--- src/hw/rtl/dfr_pkg.sv ---
// Shared constants and types for the delimited frame receiver.
package dfr_pkg;

    localparam int BUFFER_DEPTH = 32;
    localparam int POS_W        = $clog2(BUFFER_DEPTH + 1);
    localparam int SUM_W        = 16;
    localparam int LEN_W        = 6;

    localparam logic [7:0] START_CODE_RST = 8'h55;
    localparam logic [7:0] END_CODE_RST   = 8'hAA;

    // configuration register indexes
    localparam logic CFG_START_CODE = 1'b0;
    localparam logic CFG_END_CODE   = 1'b1;

    // registered input request handed from the input stage to the frame core
    typedef struct packed {
        logic       valid;
        logic [7:0] data;
    } t_rx_req;

endpackage

--- src/hw/rtl/dfr_input_stage.sv ---
// Input register stage: captures one received byte per request.
module dfr_input_stage
    import dfr_pkg::*;
(
    input  logic       i_clk,
    input  logic       i_rst_n,
    input  logic       i_rx_valid,
    output logic       o_rx_ready,
    input  logic [7:0] i_rx_byte,
    output t_rx_req    o_req,
    input  logic       i_consume
);

    logic       r_valid;
    logic       n_valid;
    logic [7:0] r_data;
    logic [7:0] n_data;

    assign o_rx_ready = !r_valid || i_consume;

    always_comb begin
        n_valid = r_valid;
        n_data  = r_data;
        if (o_rx_ready) begin
            n_valid = i_rx_valid;
            if (i_rx_valid) begin
                n_data = i_rx_byte;
            end
        end
    end

    always_ff @(posedge i_clk) begin
        if (!i_rst_n) begin
            r_valid <= 1'b0;
        end else begin
            r_valid <= n_valid;
        end
        r_data <= n_data;
    end

    assign o_req.valid = r_valid;
    assign o_req.data  = r_data;

endmodule

--- src/hw/rtl/dfr_frame_core.sv ---
// Frame state, running checksum and result register.
module dfr_frame_core
    import dfr_pkg::*;
(
    input  logic             i_clk,
    input  logic             i_rst_n,
    input  logic             i_cfg_we,
    input  logic             i_cfg_index,
    input  logic [7:0]       i_cfg_data,
    input  t_rx_req          i_req,
    output logic             o_consume,
    output logic             o_res_valid,
    input  logic             i_res_ready,
    output logic [7:0]       o_address,
    output logic [7:0]       o_type_code,
    output logic [7:0]       o_data_length,
    output logic [7:0]       o_data_first,
    output logic [7:0]       o_data_second,
    output logic [LEN_W-1:0] o_frame_length,
    output logic             o_checksum_ok,
    output logic             o_overflow
);

    logic [7:0]       r_start_code;
    logic [7:0]       r_end_code;
    logic             r_in_frame;
    logic [POS_W-1:0] r_pos;
    logic             r_drop;
    logic [SUM_W-1:0] r_sum;     // sum of bytes 1..pos-3
    logic [7:0]       r_last1;   // byte pos-1
    logic [7:0]       r_last2;   // byte pos-2
    logic [7:0]       r_b1, r_b2, r_b3, r_b4, r_b5;

    logic             n_in_frame;
    logic [POS_W-1:0] n_pos;
    logic             n_drop;
    logic [SUM_W-1:0] n_sum;
    logic [7:0]       n_last1;
    logic [7:0]       n_last2;

    logic             is_start;
    logic             is_end;
    logic             emit;
    logic             clear;
    logic             out_free;
    logic [POS_W-1:0] pos_v;
    logic             drop_v;
    logic [SUM_W-1:0] sum_v;
    logic             room;
    logic             sum_ok;

    logic             r_out_valid;
    logic [7:0]       r_address, r_type_code, r_data_length, r_data_first, r_data_second;
    logic [LEN_W-1:0] r_frame_length;
    logic             r_checksum_ok;
    logic             r_overflow;

    assign is_start = i_req.data == r_start_code;
    assign is_end   = i_req.data == r_end_code;
    assign emit     = is_end && (is_start || r_in_frame);
    assign clear    = is_start || (is_end && !r_in_frame);
    assign out_free = !r_out_valid || i_res_ready;
    assign o_consume = i_req.valid && (!emit || out_free);

    // state as seen after a start or restart has cleared it
    assign pos_v  = clear ? '0 : r_pos;
    assign drop_v = clear ? 1'b0 : r_drop;
    assign sum_v  = clear ? '0 : r_sum;
    assign room   = pos_v < POS_W'(BUFFER_DEPTH);
    assign sum_ok = (pos_v >= POS_W'(3)) && !drop_v
                    && (sum_v[7:0] == r_last2) && (sum_v[15:8] == r_last1);

    always_comb begin
        n_in_frame = r_in_frame || is_start;
        n_pos      = pos_v;
        n_drop     = drop_v;
        n_sum      = sum_v;
        n_last1    = r_last1;
        n_last2    = r_last2;
        if (!emit) begin
            if (room) begin
                n_pos   = pos_v + POS_W'(1);
                n_last1 = i_req.data;
                n_last2 = r_last1;
                if (pos_v >= POS_W'(3)) begin
                    n_sum = sum_v + SUM_W'(r_last2);
                end
            end else begin
                n_drop = 1'b1;
            end
        end
    end

    always_ff @(posedge i_clk) begin
        if (!i_rst_n) begin
            r_start_code <= START_CODE_RST;
            r_end_code   <= END_CODE_RST;
            r_in_frame   <= 1'b0;
            r_pos        <= '0;
            r_drop       <= 1'b0;
            r_sum        <= '0;
            r_out_valid  <= 1'b0;
        end else begin
            if (i_cfg_we) begin
                case (i_cfg_index)
                    CFG_START_CODE: r_start_code <= i_cfg_data;
                    CFG_END_CODE:   r_end_code   <= i_cfg_data;
                    default:        r_start_code <= r_start_code;
                endcase
            end
            if (o_consume) begin
                r_in_frame <= n_in_frame;
                r_pos      <= n_pos;
                r_drop     <= n_drop;
                r_sum      <= n_sum;
            end
            if (o_consume && emit) begin
                r_out_valid <= 1'b1;
            end else if (i_res_ready) begin
                r_out_valid <= 1'b0;
            end
        end
    end

    // payload registers: byte history and result fields
    always_ff @(posedge i_clk) begin
        if (o_consume) begin
            r_last1 <= n_last1;
            r_last2 <= n_last2;
            if (!emit) begin
                if (pos_v == POS_W'(1)) r_b1 <= i_req.data;
                if (pos_v == POS_W'(2)) r_b2 <= i_req.data;
                if (pos_v == POS_W'(3)) r_b3 <= i_req.data;
                if (pos_v == POS_W'(4)) r_b4 <= i_req.data;
                if (pos_v == POS_W'(5)) r_b5 <= i_req.data;
            end
        end
        if (o_consume && emit) begin
            r_address      <= (pos_v > POS_W'(1)) ? r_b1 : 8'h00;
            r_type_code    <= (pos_v > POS_W'(2)) ? r_b2 : 8'h00;
            r_data_length  <= (pos_v > POS_W'(3)) ? r_b3 : 8'h00;
            r_data_first   <= (pos_v > POS_W'(4)) ? r_b4 : 8'h00;
            r_data_second  <= (pos_v > POS_W'(5)) ? r_b5 : 8'h00;
            r_frame_length <= LEN_W'(pos_v);
            r_checksum_ok  <= sum_ok;
            r_overflow     <= drop_v;
        end
    end

    assign o_res_valid    = r_out_valid;
    assign o_address      = r_address;
    assign o_type_code    = r_type_code;
    assign o_data_length  = r_data_length;
    assign o_data_first   = r_data_first;
    assign o_data_second  = r_data_second;
    assign o_frame_length = r_frame_length;
    assign o_checksum_ok  = r_checksum_ok;
    assign o_overflow     = r_overflow;

endmodule

--- src/hw/rtl/delimited_frame_receiver_unit.sv ---
// Delimited frame receiver: top level.
//
// Takes one received serial byte per request on the rx channel (valid/ready)
// and assembles frames that open with the start code. An end code inside a
// frame produces one result request on the res channel: header bytes, the
// first two payload bytes, stored length, checksum verdict and overflow.
// The checksum is the 16-bit sum of bytes 1..len-3, compared low byte to
// byte len-2 and high byte to byte len-1.
// Start and end codes are written through the cfg port; the user must write
// them only while idle, and the block itself does not enforce it. A result
// is registered when the frame core takes its end code from the input register.
// Throughput: one byte per cycle while no end code waits on a held result;
// the running sum with a two-byte delay keeps the per-byte work to one
// add and compare. Reset clears the frame state, loads the default codes
// (0x55, 0xAA) and empties both registers. When the result consumer stalls,
// non-ending bytes keep flowing; an end code waits in the input register
// until the result register frees, and rx ready is low only while it waits.
module delimited_frame_receiver_unit
    import dfr_pkg::*;
(
    input  logic             i_clk,
    input  logic             i_rst_n,
    input  logic             i_cfg_we,
    input  logic             i_cfg_index,
    input  logic [7:0]       i_cfg_data,
    input  logic             i_rx_valid,
    output logic             o_rx_ready,
    input  logic [7:0]       i_rx_byte,
    output logic             o_res_valid,
    input  logic             i_res_ready,
    output logic [7:0]       o_address,
    output logic [7:0]       o_type_code,
    output logic [7:0]       o_data_length,
    output logic [7:0]       o_data_first,
    output logic [7:0]       o_data_second,
    output logic [LEN_W-1:0] o_frame_length,
    output logic             o_checksum_ok,
    output logic             o_overflow
);

    t_rx_req req;
    logic    consume;

    dfr_input_stage u_input (
        .i_clk      (i_clk),
        .i_rst_n    (i_rst_n),
        .i_rx_valid (i_rx_valid),
        .o_rx_ready (o_rx_ready),
        .i_rx_byte  (i_rx_byte),
        .o_req      (req),
        .i_consume  (consume)
    );

    dfr_frame_core u_core (
        .i_clk          (i_clk),
        .i_rst_n        (i_rst_n),
        .i_cfg_we       (i_cfg_we),
        .i_cfg_index    (i_cfg_index),
        .i_cfg_data     (i_cfg_data),
        .i_req          (req),
        .o_consume      (consume),
        .o_res_valid    (o_res_valid),
        .i_res_ready    (i_res_ready),
        .o_address      (o_address),
        .o_type_code    (o_type_code),
        .o_data_length  (o_data_length),
        .o_data_first   (o_data_first),
        .o_data_second  (o_data_second),
        .o_frame_length (o_frame_length),
        .o_checksum_ok  (o_checksum_ok),
        .o_overflow     (o_overflow)
    );

    // the input side stalls only behind a held result
    a_stall_needs_result: assert property (@(posedge i_clk) disable iff (!i_rst_n)
        !o_rx_ready |-> o_res_valid)
        else $error("rx stalled with empty result register");

    a_ok_not_overflow: assert property (@(posedge i_clk) disable iff (!i_rst_n)
        (o_res_valid && o_checksum_ok) |-> (!o_overflow && o_frame_length >= LEN_W'(3)))
        else $error("checksum pass on overflowed or short frame");

    a_overflow_full: assert property (@(posedge i_clk) disable iff (!i_rst_n)
        (o_res_valid && o_overflow) |-> (o_frame_length == LEN_W'(BUFFER_DEPTH)))
        else $error("overflow reported with buffer not full");

    a_length_bound: assert property (@(posedge i_clk) disable iff (!i_rst_n)
        o_res_valid |-> (o_frame_length <= LEN_W'(BUFFER_DEPTH)))
        else $error("frame length beyond buffer depth");

endmodule

--- config.mk ---
export PLATFORM = sky130hd
export DESIGN_NAME = delimited_frame_receiver_unit
export DESIGN_NICKNAME = d
export VERILOG_FILES = /design/src/hw/rtl/dfr_pkg.sv /design/src/hw/rtl/dfr_input_stage.sv /design/src/hw/rtl/dfr_frame_core.sv /design/src/hw/rtl/delimited_frame_receiver_unit.sv
export SDC_FILE = /design/constraint.sdc
export NUM_CORES = 1
export LEC_CHECK = 0
export ABC_AREA = 1
export BUFFER_PORTS_ARGS = -buffer_cell sky130_fd_sc_hd__buf_2
export CAP_MARGIN = 20
export CORE_UTILIZATION = 58
export CTS_CLUSTER_DIAMETER = 100
export DETAILED_ROUTE_END_ITERATION = 8
export GPL_TIMING_DRIVEN = 0
export PLACE_DENSITY = 0.79
export SYNTH_ARGS = -nofsm -noshare
export SYNTH_HDL_FRONTEND = slang
export SYNTH_SLANG_ARGS = --single-unit
--- constraint.sdc ---
create_clock -name i_clk -period 3.4 [get_ports i_clk]
set_clock_uncertainty 0.1 [all_clocks]
set_input_delay 0.68 -clock i_clk [delete_from_list [all_inputs] [get_ports i_clk]]
set_output_delay 0.68 -clock i_clk [all_outputs]
set_load 0.01 [all_outputs]
### Yosys cells after proc, flatten, opt, wreduce, memory -nomap -nowiden

Cells that the tools add are included.
Widths: inputs -> output; s select.

| storage, ports and cells | value |
|---|---|
| register bits | 154 |
| word-level logic and storage cells | 83 |
| input bits | 22 |
| output and inout port bits | 50 |

| cells by class | value |
|---|---|
| equal/unequal tests | 9 |
| mux-type cells | 12 |
| order comparisons | 7 |
| reduce and logical (&&, ||, !) cells | 27 |
| bitwise logic cells | 2 |
| add/subtract/negate cells | 2 |

Operator list:

| operator | count |
|---|---|
| $mux 16 | 4 |
| $eq 8x8->1 | 4 |
| $mux 6 | 3 |
| $reduce_and 3->1 | 6 |
| $add 16x8->16 | 1 |
| $eq 6x2->1 const B | 2 |
| $eq 6x3->1 const B | 2 |
| $gt 6x2->1 const B | 2 |
| $gt 6x3->1 const B | 2 |
| $logic_and 1x1->1 | 7 |
| $add 6x1->6 const B | 1 |
| $eq 6x1->1 const B | 1 |
| $ge 6x2->1 const B | 1 |
| $gt 6x1->1 const B | 1 |
| $lt 6x6->1 const B | 1 |
| $reduce_and 2->1 | 3 |
| $logic_not 1->1 | 5 |
| $logic_or 1x1->1 | 5 |
| $mux 1 | 5 |
| $not 1->1 | 2 |
| $reduce_bool 2->1 | 1 |

### Depth between registers and ports, before layout

Gate-level depths: netlist (run 1).

| logic depth | value |
|---|---|
| depth after elaboration | 8 |
| depth in mapped cells | 23 |

### Cells and area by module

From an unflattened synthesis (run 1), not the netlist that was laid out.

| unflattened totals | value |
|---|---|
| cell total of the unflattened synthesis | 622 |
| area total of the unflattened synthesis | 6,621.4 µm² |

Modules (own cells, without submodules):

| module | cells an instance | seq. area each (µm²) | instances | area each (µm²) |
|---|---|---|---|---|
| dfr_frame_core | 606 | 3,943.8 | 1 | 6,322.3 |
| dfr_input_stage | 16 | 260.2 | 1 | 299.0 |

### Worst setup path before layout (run 1)

OpenSTA, ideal clock, no wires.

| timing | value |
|---|---|
| path kind | register -> register |
| from | register u_input.r_data[0] |
| to | register u_core.r_sum[12] |
| data required time | 3,185 ps |
| path buffers | 1 |
| path slack | 440 ps |
| arrival time | 2,745 ps |
| setup time | 115 ps |
| stages on the path, launching flop included | 19 |
| cell sequence | edfxtp_1 -> xnor2_1 -> nand2_1 -> nor2_2 -> nand2_4 -> nand2_8 -> buf_6 -> nor2_1 -> ha_1 -> inv_1 -> fa_1 -> o21ai_0 -> a21oi_1 -> nor2_4 -> inv_2 -> nor2_2 -> nand3_1 -> nand2_1 -> nor2_1 |

| on the way | value |
|---|---|
| longest elaborated chain between the ends | 8 |
| elaborated cells between the ends (all ways) | 17 |

Ends and longest elaborated chain:

| element | line | source |
|---|---|---|
| from (decl) | dfr_input_stage.sv:16 | `logic [7:0] r_data;` |
| from (signal assigned) | dfr_input_stage.sv:38 | `r_data <= n_data;` |
| $eq 8x8->1 | dfr_frame_core.sv:59 | `assign is_end = i_req.data == r_end_code;` |
| $logic_and 1x1->1 | dfr_frame_core.sv:61 | `assign clear = is_start \|\| (is_end && !r_in_frame);` |
| $logic_or 1x1->1 | dfr_frame_core.sv:61 |  |
| $mux 16 or $mux 6 (tied branches) | dfr_frame_core.sv:68, dfr_frame_core.sv:66 |  |
| $add 16x8->16 or $ge 6x2->1 (tied branches) | dfr_frame_core.sv:86, dfr_frame_core.sv:85 |  |
| $mux 16 | dfr_frame_core.sv:85 | `if (pos_v >= POS_W'(3)) begin` |
| $mux 16 | dfr_frame_core.sv:81 | `if (room) begin` |
| $mux 16 | dfr_frame_core.sv:80 | `if (!emit) begin` |
| to (signal assigned) | dfr_frame_core.sv:115 | `r_sum <= n_sum;` |
| to (decl) | dfr_frame_core.sv:29 | `logic [SUM_W-1:0] r_sum;` |

Several ways; a longest one is shown, not always the timed one.
A chain may end at the register's enable or synchronous reset.

### Worst setup path in the final report (run 1)

| timing | value |
|---|---|
| from | register u_input.r_data[4] |
| to | register u_core.r_sum[6] |

The elaborated chain is that of the path after synthesis.

==> impl_metrics.tcl, run 1 <==
set metrics [dict create \
    status "finished clean" \
    cp.arrival_ps 3430 \
    cp_num_buf_inv 2 \
    syn-num-nets 673 \
    yosys.area.top_type "edfxtp_1" \
    r2r-start "u_input.r_data[4]" \
    synthTopCellsByArea "edfxtp_1 50%, dfxtp_1 12%, nand2_1 6.0%" \
    firstDrtPassIters 5 \
    clk_path_buf_depth 2 \
    async_flop_share_pct 0 \
    cts_sinks 154 \
    holdBufCountCts 0 \
    synth_common_cells "112 x edfxtp_1, 108 x nand2_1, 100 x inv_1" \
    grt_overflow 0 \
    antenna-diode-count 0 \
    synth.top_cell.area_share_pct 49.9 \
    rows 39 \
    endpoint_kind "flip-flop" \
    hpwl_um 10100 \
    finalSetupViolCount 0 \
    die_y_um 110 \
    root_buffer "clkbuf_16" \
    die_area_um2 12100 \
    period_minus_slack_ps 3220 \
    die-width_um 110 \
    path_common_cell "nor2_1" \
    drcViolationCount 0 \
    grt_pass1_vias 4712 \
    start_util_pct 59.3 \
    cts_tree "done" \
    synth_seq_cells 154 \
    rr_endpoint "u_core.r_sum[6]" \
    final_antenna_net_count 0 \
    ios 72 \
    netlist_area_um2 6740 \
    synth_cell_types 41 \
    cp_max_fo 10 \
    layout.nets 786 \
    cp_slowest_stage_delay_ps 490 \
    worstSetupPathType "flip-flop to flip-flop" \
    leakage_nw 3.46 \
    synth-seq-area-share_pct 62.3 \
    reg2reg_slack_ps 180 \
    worstSetupStartpointType "flip-flop" \
    area_growth_pct 19.9 \
    via_per_inst 5.44 \
    startpoint "u_input.r_data[4]" \
    cap_violations 0 \
    peakVddDrop_mv 0.461 \
    grt_pass1_wl_um 23400 \
    yosysMostFrequentCell "edfxtp_1" \
    tightest_slew_ps 992 \
    critPathTopFamily "simple AND/OR/NAND/NOR gates" \
    h-tree-depth 4 \
    core_um2 11400 \
    grt_max_degree 36 \
    hp-class "input pin to flip-flop" \
    ys_warn_count 0 \
    power.density_nw_per_um2 521 \
    reg2reg_depth 18 \
    vias 4933 \
    synth_edf_count 112 \
    numCtsBuffers 17 \
    drive_gt1_share_pct 24.1 \
    slew_violations 0 \
    fmax_ghz 0.310 \
    netlist_instances 637 \
    utilization_pct 71.1 \
    hold_viol 0 \
    crit_slowest_cell "edfxtp_1" \
    wl_per_cell_um 17.1 \
    min-delay-start "i_rx_byte[1]" \
    hold_path_depth 1 \
    portBuffers 70 \
    wl_um 15500 \
    fin_crit_sh_pct 94.8 \
    holdPathEnd "u_input.r_data[1]" \
    syn_area_per_cell_um2 10.6 \
    clk_pin_slew_ps 70 \
    synthFlopType "edfxtp_1" \
    drt_iter0_markers 351 \
    path_cells "xnor2_1 > nand2_1 > nor2_2 > nand2_4 > nand2_8 > buf_6 > nor2_1 > ha_1 > inv_1 > fa_1 > o21ai_2 > a21oi_1 > nor2_1 > nor2_1 > xor2_1 > o21ai_1 > a21oi_1 > nor2_1" \
    power_mw 4.21 \
    antenna_found_initial 0 \
    required_ps 3600 \
    grt_usage_pct 26.8 \
    clock_latency_ps 420 \
    gp_congestion 0.915 \
    maxSlewHeadroom_pct 33.3 \
]
-- cell usage in the layout, fill, tap and decap left out, types with 3 or more instances in the layout --
cell and instances:
a21oi_1 31, buf_2 72, buf_4 22, buf_6 3
clkbuf_1 5, clkbuf_16 18, dfxtp_1 42, edfxtp_1 112
ha_1 10, inv_1 99, inv_2 6, inv_6 8
nand2_1 108, nand2_2 3, nand2_4 6, nand3_1 17
nand3_4 4, nand4_1 8, nor2_1 76, nor2_2 6
nor2_4 9, nor3_1 9, nor4_1 3, o211ai_1 6
o21ai_0 19, o21ai_1 6, o21ai_2 3, xnor2_1 16
xor2_1 7
-- kinds of logic (layout without fill, tap and decap cells) --
| logic type | count (synthesis) | in the layout | share of synthesized area [%] |
|---|---|---|---|
| and+or+nand+nor | 259 | 259 | 19.0 |
| DFF | 154 | 154 | 62.3 |
| buffers and inverters | 115 | 241 | 6.94 |
| AOI/OAI and AO/OA | 72 | 72 | 6.05 |
| xor gates and xnor gates | 23 | 23 | 2.99 |
| adders and majority gates | 14 | 14 | 2.71 |
-- routing by layer --
layer  vias to the layer above  routed length [µm]  global-route usage [%]
met2                       237                8130                    45.9
met4                         0                 579                    14.8
met1                      2331                5810                    31.3
met3                        44                1000                    5.81
met5                         -                   0                       0
li1                       2321                   -                       -
-- sequential cells by signal, indices dropped and copies added (netlist names), 8 cells and up --
signal	flops
u_core.o_address	8
u_core.o_data_first	8
u_core.o_data_length	8
u_core.o_data_second	8
u_core.o_type_code	8
u_core.r_b1	8
u_core.r_b2	8
u_core.r_b3	8
u_core.r_b4	8
u_core.r_b5	8
u_core.r_end_code	8
u_core.r_last1	8
u_core.r_last2	8
u_core.r_start_code	8
u_core.r_sum	16
u_input.r_data	8
-- where the power goes --
part / switching [mW] / internal [mW] / total [mW]
clock network: 0.800 / 1.07 / 1.87
registers: 0.0343 / 2.05 / 2.09
logic: 0.155 / 0.0961 / 0.251
-- final cells by class --
class,count,area [µm²]
multi-input combinational,368,2110
clock buffer,19,454
buffer,8,53.8
tap,143,179
fill,773,3280
clock inverter,13,128
sequential,154,4200
timing repair buffer,94,541
inverter,107,414
-- worst max path at each step --
stage	to	slack (ps)	cells past startpoint
final	u_core.r_sum[6]	180	18
after global routing	u_core.r_sum[13]	-6	20
after CTS	u_core.r_sum[13]	80	19
after detailed placement	u_core.r_sum[12]	-280	20
after global placement	u_core.o_data_length[0]	-320	11
after floorplan	u_core.r_sum[12]	440	18
-- what timing repair did --
item | CTS | global route
resized for setup | 1 | 9
endpoints found under the setup margin | 16 | 17
buffers inserted | 14 | 8
endpoints found under the hold margin | 0 | 0
pin swaps | 0 | 4
-- metrics by stage --
step                area, µm²  instances  TNS [ps]  hold slack (ps)  setup slack, ps
global route             8090        906     -6.05              320            -6.05
CTS                      7980        897         0              321             77.4
floorplan                6740        637         0              339              440
finish                   8090        906         0              333              176
global placement         7270        850    -15660              351             -322
detailed placement       7290        851     -1140              362             -276
Power figures use the tool's default switching activity.
==> run 2, diff against run 1 <==
--- a/config.mk
+++ b/config.mk
@@ -6,13 +6,15 @@
 export NUM_CORES = 1
 export LEC_CHECK = 0
 export ABC_AREA = 1
-export BUFFER_PORTS_ARGS = -buffer_cell sky130_fd_sc_hd__buf_2
+export BUFFER_PORTS_ARGS = -buffer_cell sky130_fd_sc_hd__buf_4
 export CAP_MARGIN = 20
-export CORE_UTILIZATION = 58
+export CELL_PAD_IN_SITES_DETAIL_PLACEMENT = 1
+export CELL_PAD_IN_SITES_GLOBAL_PLACEMENT = 1
+export CORE_UTILIZATION = 46
 export CTS_CLUSTER_DIAMETER = 100
 export DETAILED_ROUTE_END_ITERATION = 8
 export GPL_TIMING_DRIVEN = 0
-export PLACE_DENSITY = 0.79
+export PLACE_DENSITY_LB_ADDON = 0.1
 export SYNTH_ARGS = -nofsm -noshare
 export SYNTH_HDL_FRONTEND = slang
 export SYNTH_SLANG_ARGS = --single-unit
==> impl_metrics.tcl, run 2 (synthesis gave the netlist of run 1 again) <==
set metrics [dict create \
    slew_violations 0 \
    vias 4806 \
    peakVddDrop_mv 0.369 \
    largest-register "u_core.r_sum" \
    gp_congestion 0.856 \
    met2_usage_pct 43.1 \
    via_per_inst 5.09 \
    die-width_um 123 \
    area_growth_pct 24.6 \
    busiest_layer "met2" \
    drcViolationCount 0 \
    holdBufCountCts 0 \
    layout.nets 788 \
    rows 43 \
    path_common_cell "nand2_1" \
    gr-usage-met1_pct 28.9 \
    firstDrtPassIters 4 \
    hpwl_um 11700 \
    start_util_pct 47.8 \
    endpoint "u_core.r_sum[15]" \
    path_cells "xnor2_1 > nand2_1 > nor2_2 > nand2_4 > nand2_8 > buf_6 > nor2_1 > ha_4 > inv_1 > nor3_1 > nand2_1 > nand3_1 > a21oi_2 > nor2_4 > nand2_2 > nor2_4 > nand3_1 > nand2_1 > inv_1 > nor2_1" \
    fmax_ghz 0.312 \
    reg2reg_slack_ps 190 \
    worstSetupPathType "flip-flop to flip-flop" \
    grt_max_degree 49 \
    hold_viol 0 \
    cap_violations 0 \
    reg2reg_depth 20 \
    worstSetupStartpointType "flip-flop" \
    pre_cts_ws_ps -351 \
    final_common_cell "edfxtp_1" \
    cp_num_buf_inv 3 \
    portBuffers 70 \
    placed_cell_area_um2 7510 \
    endpoint_kind "flip-flop" \
    status "finished clean" \
    h-tree-depth 4 \
    numCtsBuffers 17 \
    cp_slowest_stage_delay_ps 520 \
    cts_sinks 154 \
    r2r-start "u_input.r_data[3]" \
    ios 72 \
    clk_pin_slew_ps 60 \
    grt_overflow 0 \
    drive_gt1_share_pct 24.3 \
    crit_slowest_cell "edfxtp_1" \
    power.density_nw_per_um2 521 \
    critPathTopFamily "simple AND/OR/NAND/NOR gates" \
    final_antenna_net_count 0 \
    startpoint "u_input.r_data[3]" \
    cp_max_fo 10 \
    use_met3_pct 5.03 \
    antenna-diode-count 0 \
    grt_pass1_vias 5092 \
    die_y_um 123 \
    final_cell_mix "112 x edfxtp_1, 108 x nand2_1, 99 x inv_1" \
    grt_pass1_wl_um 26800 \
    hp-class "input pin to flip-flop" \
    maxSlewHeadroom_pct 49.2 \
    tightest_slew_ps 760 \
    finalSetupViolCount 0 \
    design_area_um2 8400 \
    largest_reg_flops 16 \
    leakage_nw 3.54 \
    drt_iter0_markers 173 \
    wl_per_cell_um 18.3 \
    cp.arrival_ps 3480 \
    grt_usage_pct 24.5 \
    cts_tree "done" \
    fin_crit_sh_pct 94.3 \
    wl_um 17300 \
    core_um2 14100 \
    clock_latency_ps 430 \
    setup_slack_ps 193 \
    period_minus_slack_ps 3210 \
    rr_endpoint "u_core.r_sum[15]" \
    antenna_found_initial 0 \
    worst-path-stages 20 \
    die_area_um2 15100 \
    root_buffer "clkbuf_16" \
    min-delay-start "i_rx_byte[5]" \
    required_ps 3670 \
    clk_path_buf_depth 2 \
    utilization_pct 59.6 \
]
[run 2: changes by cell type in the layout (fill, tap and decap cells not counted), moves of 3 or more]
cell,before,now
bufinv_16,1,4
ha_4,1,5
inv_6,8,4
buf_4,22,93
buf_2,72,2
clkinv_1,0,4
[run 2: cell type report]
type / count / area, µm²
sequential: 154 / 4200
buffer: 8 / 53.8
fill: 1512 / 5690
clock buffer: 17 / 425
clock inverter: 15 / 196
timing repair buffer: 96 / 731
tap: 180 / 225
inverter: 107 / 414
multi-input combinational: 368 / 2150
[run 2: metal layers]
layer	part of all wire, %	wire length [µm]
met5	0	0
met4	2.1	358
met3	3.4	581
met2	52	8990
met1	43	7390
[run 2: how the worst min path moves through the flow]
| stage | cells after the start | end | slack [ps] |
|---|---|---|---|
| after floorplan | 2 | u_core.r_drop | 340 |
| after global placement | 2 | u_core.r_drop | 350 |
| after detailed placement | 0 | u_core.r_last2[6] | 360 |
| after CTS | 1 | u_input.r_data[6] | 310 |
| after global routing | 1 | u_input.r_data[6] | 300 |
| final | 1 | u_input.r_data[5] | 320 |
[run 2: repair_timing]
item / in CTS / in global routing
endpoints found under the setup margin: 26 / 9
pin swaps: 0 / 4
gates resized for setup: 3 / 12
buffers inserted: 16 / 7
cloned: 0 / 0
[run 2: metrics by stage]
step | std cells | power [mW] | TNS, ps | hold WS (ps)
floorplan | 637 | 2.26 | 0 | 339
global placement | 887 | 2.34 | -23900 | 351
detailed placement | 888 | 2.35 | -3350 | 362
CTS | 936 | 4.38 | 0 | 307
global route | 945 | 4.50 | -137 | 305
finish | 945 | 4.37 | 0 | 321
[run 2: power breakdown]
| group | leakage, nW | switching [mW] | total (mW) | internal, mW |
|---|---|---|---|---|
| combinational | 1.87 | 0.160 | 0.268 | 0.108 |
| sequential | 1.37 | 0.0360 | 2.09 | 2.05 |
| clock | 0.296 | 0.787 | 2.02 | 1.23 |
==> run 3, diff against run 2 <==
==> constraint.sdc (replaced) <==
create_clock -name i_clk -period 3.2 [get_ports i_clk]
set_clock_uncertainty 0.1 [all_clocks]
set_input_delay 0.64 -clock i_clk [delete_from_list [all_inputs] [get_ports i_clk]]
set_output_delay 0.64 -clock i_clk [all_outputs]
set_load 0.01 [all_outputs]
==> impl_metrics.tcl, run 3 (synthesis gave the netlist of run 1 again) <==
set metrics [dict create \
    hold_viol 0 \
    antenna_found_initial 0 \
    die_y_um 123 \
    grt_overflow 0 \
    antenna-diode-count 0 \
    r2r-start "u_input.r_data[3]" \
    final_antenna_net_count 0 \
    tightest_slew_ps 758 \
    grt_usage_pct 24.8 \
    hpwl_um 11700 \
    fmax_ghz 0.321 \
    wl_um 17900 \
    largest-register "u_core.r_sum" \
    worstSetupStartpointType "flip-flop" \
    gr-usage-met1_pct 29.3 \
    power_mw 4.67 \
    maxSlewHeadroom_pct 49.3 \
    reg2reg_slack_ps 80 \
    core_um2 14100 \
    use_met3_pct 5.30 \
    grt_pass1_vias 5162 \
    start_util_pct 47.8 \
    cts_sinks 154 \
    via_per_inst 5.14 \
    endpoint_kind "flip-flop" \
    die_area_um2 15100 \
    final_common_cell "edfxtp_1" \
    gp_congestion 0.856 \
    vias 4906 \
    ios 72 \
    portBuffers 70 \
    fill_cells 1500 \
    grt_max_degree 49 \
    cp_max_fo 5 \
    rows 43 \
    status "finished clean" \
    cts_tree "done" \
    largest_reg_flops 16 \
    clk_pin_slew_ps 60 \
    slew_violations 0 \
    firstDrtPassIters 4 \
    final_cell_mix "112 x edfxtp_1, 105 x nand2_1, 104 x buf_4" \
    period_minus_slack_ps 3120 \
    drive_gt1_share_pct 27.2 \
    endpoint "u_core.r_sum[6]" \
    pre_cts_ws_ps -551 \
    wl_per_cell_um 18.8 \
    clock_latency_ps 430 \
    met2_usage_pct 43.2 \
    hp-class "input pin to flip-flop" \
    required_ps 3420 \
    busiest_layer "met2" \
    peakVddDrop_mv 0.366 \
    root_buffer "clkbuf_16" \
    hold_ws_ps 285 \
    leakage_nw 3.61 \
    power.density_nw_per_um2 544 \
    layout.nets 798 \
    rr_endpoint "u_core.r_sum[6]" \
    drt_iter0_markers 228 \
    setup_slack_ps 80.8 \
    clk_path_buf_depth 2 \
    utilization_pct 60.9 \
    area_growth_pct 27.4 \
    drcViolationCount 0 \
    cp.arrival_ps 3340 \
    cap_violations 0 \
    startpoint "u_input.r_data[3]" \
    grt_pass1_wl_um 27200 \
    numCtsBuffers 17 \
    finalSetupViolCount 0 \
    fin_cells 955 \
    fin_crit_sh_pct 97.5 \
    reg2reg_depth 18 \
    placedCellCount 888 \
    worstSetupPathType "flip-flop to flip-flop" \
    die-width_um 123 \
    h-tree-depth 4 \
]
==> run 3: timing repair <==
action / 4_1_cts / 5_1_grt
pin swaps: 2 / 20
gates cloned: 0 / 1
buffers inserted: 23 / 11
hold buffers: 0 / 0
resized for setup: 11 / 26
setup endpoints to repair: 37 / 19
==> run 3: worst min path at each step <==
stage	to	startpoint	cells after the start	slack (ps)
after detailed placement	u_core.r_last2[6]	u_core.r_last1[6]	0	360
after global routing	u_input.r_data[6]	i_rx_byte[6]	1	260
after global placement	u_core.r_drop	u_core.r_drop	2	350
after floorplan	u_core.r_drop	u_core.r_drop	2	340
final	u_input.r_data[5]	i_rx_byte[5]	1	280
after CTS	u_input.r_data[6]	i_rx_byte[6]	1	270
==> run 3: report_power, final <==
part / internal (mW) / switching [mW]
registers: 2.18 / 0.0393
logic: 0.127 / 0.181
clock network: 1.31 / 0.832
total: 3.62 / 1.05
==> run 3: per-stage QoR <==
| stage | TNS (ps) | area, µm² |
|---|---|---|
| 6_report | 0 | 8590 |
| 4_1_cts | -11.5 | 8370 |
| 2_1_floorplan | 0 | 6740 |
| 3_5_place_dp | -9120 | 7510 |
| 3_3_place_gp | -38350 | 7490 |
| 5_1_grt | -213 | 8590 |
==> run 3: critical path, cell delays in order (launching register included) <==
cell and delay [ps]:
edfxtp_1 530, xnor2_1 190, nand2_1 120, nor2_4 50
nand2_4 110, nand2_8 90, buf_12 150, nor2_4 140
ha_4 150, inv_2 40, fa_2 390, o21ai_4 210
a21oi_2 80, nor2_1 140, nor2_1 90, xor2_1 170
o21ai_1 90, a21oi_1 120, nor2_1 50
==> run 3: layer usage <==
layer | wire [µm] | up-vias
li1 | - | 2342
met1 | 7580 | 2413
met2 | 9220 | 118
met3 | 650 | 33
met4 | 497 | 0
met5 | 0 | -
==> run 3: cell type report <==
| cell class | instances | area, µm² | area share [%] |
|---|---|---|---|
| repair buffers | 106 | 826 | 9.61 |
| flip-flops and latches | 154 | 4200 | 48.9 |
| inverters | 107 | 414 | 4.82 |
| clock inverters | 15 | 196 | 2.29 |
| plain buffers | 8 | 62.6 | 0.728 |
| clock buffers | 17 | 425 | 4.95 |
| multi-input cells | 368 | 2240 | 26.0 |
| well taps | 180 | 225 | 2.62 |
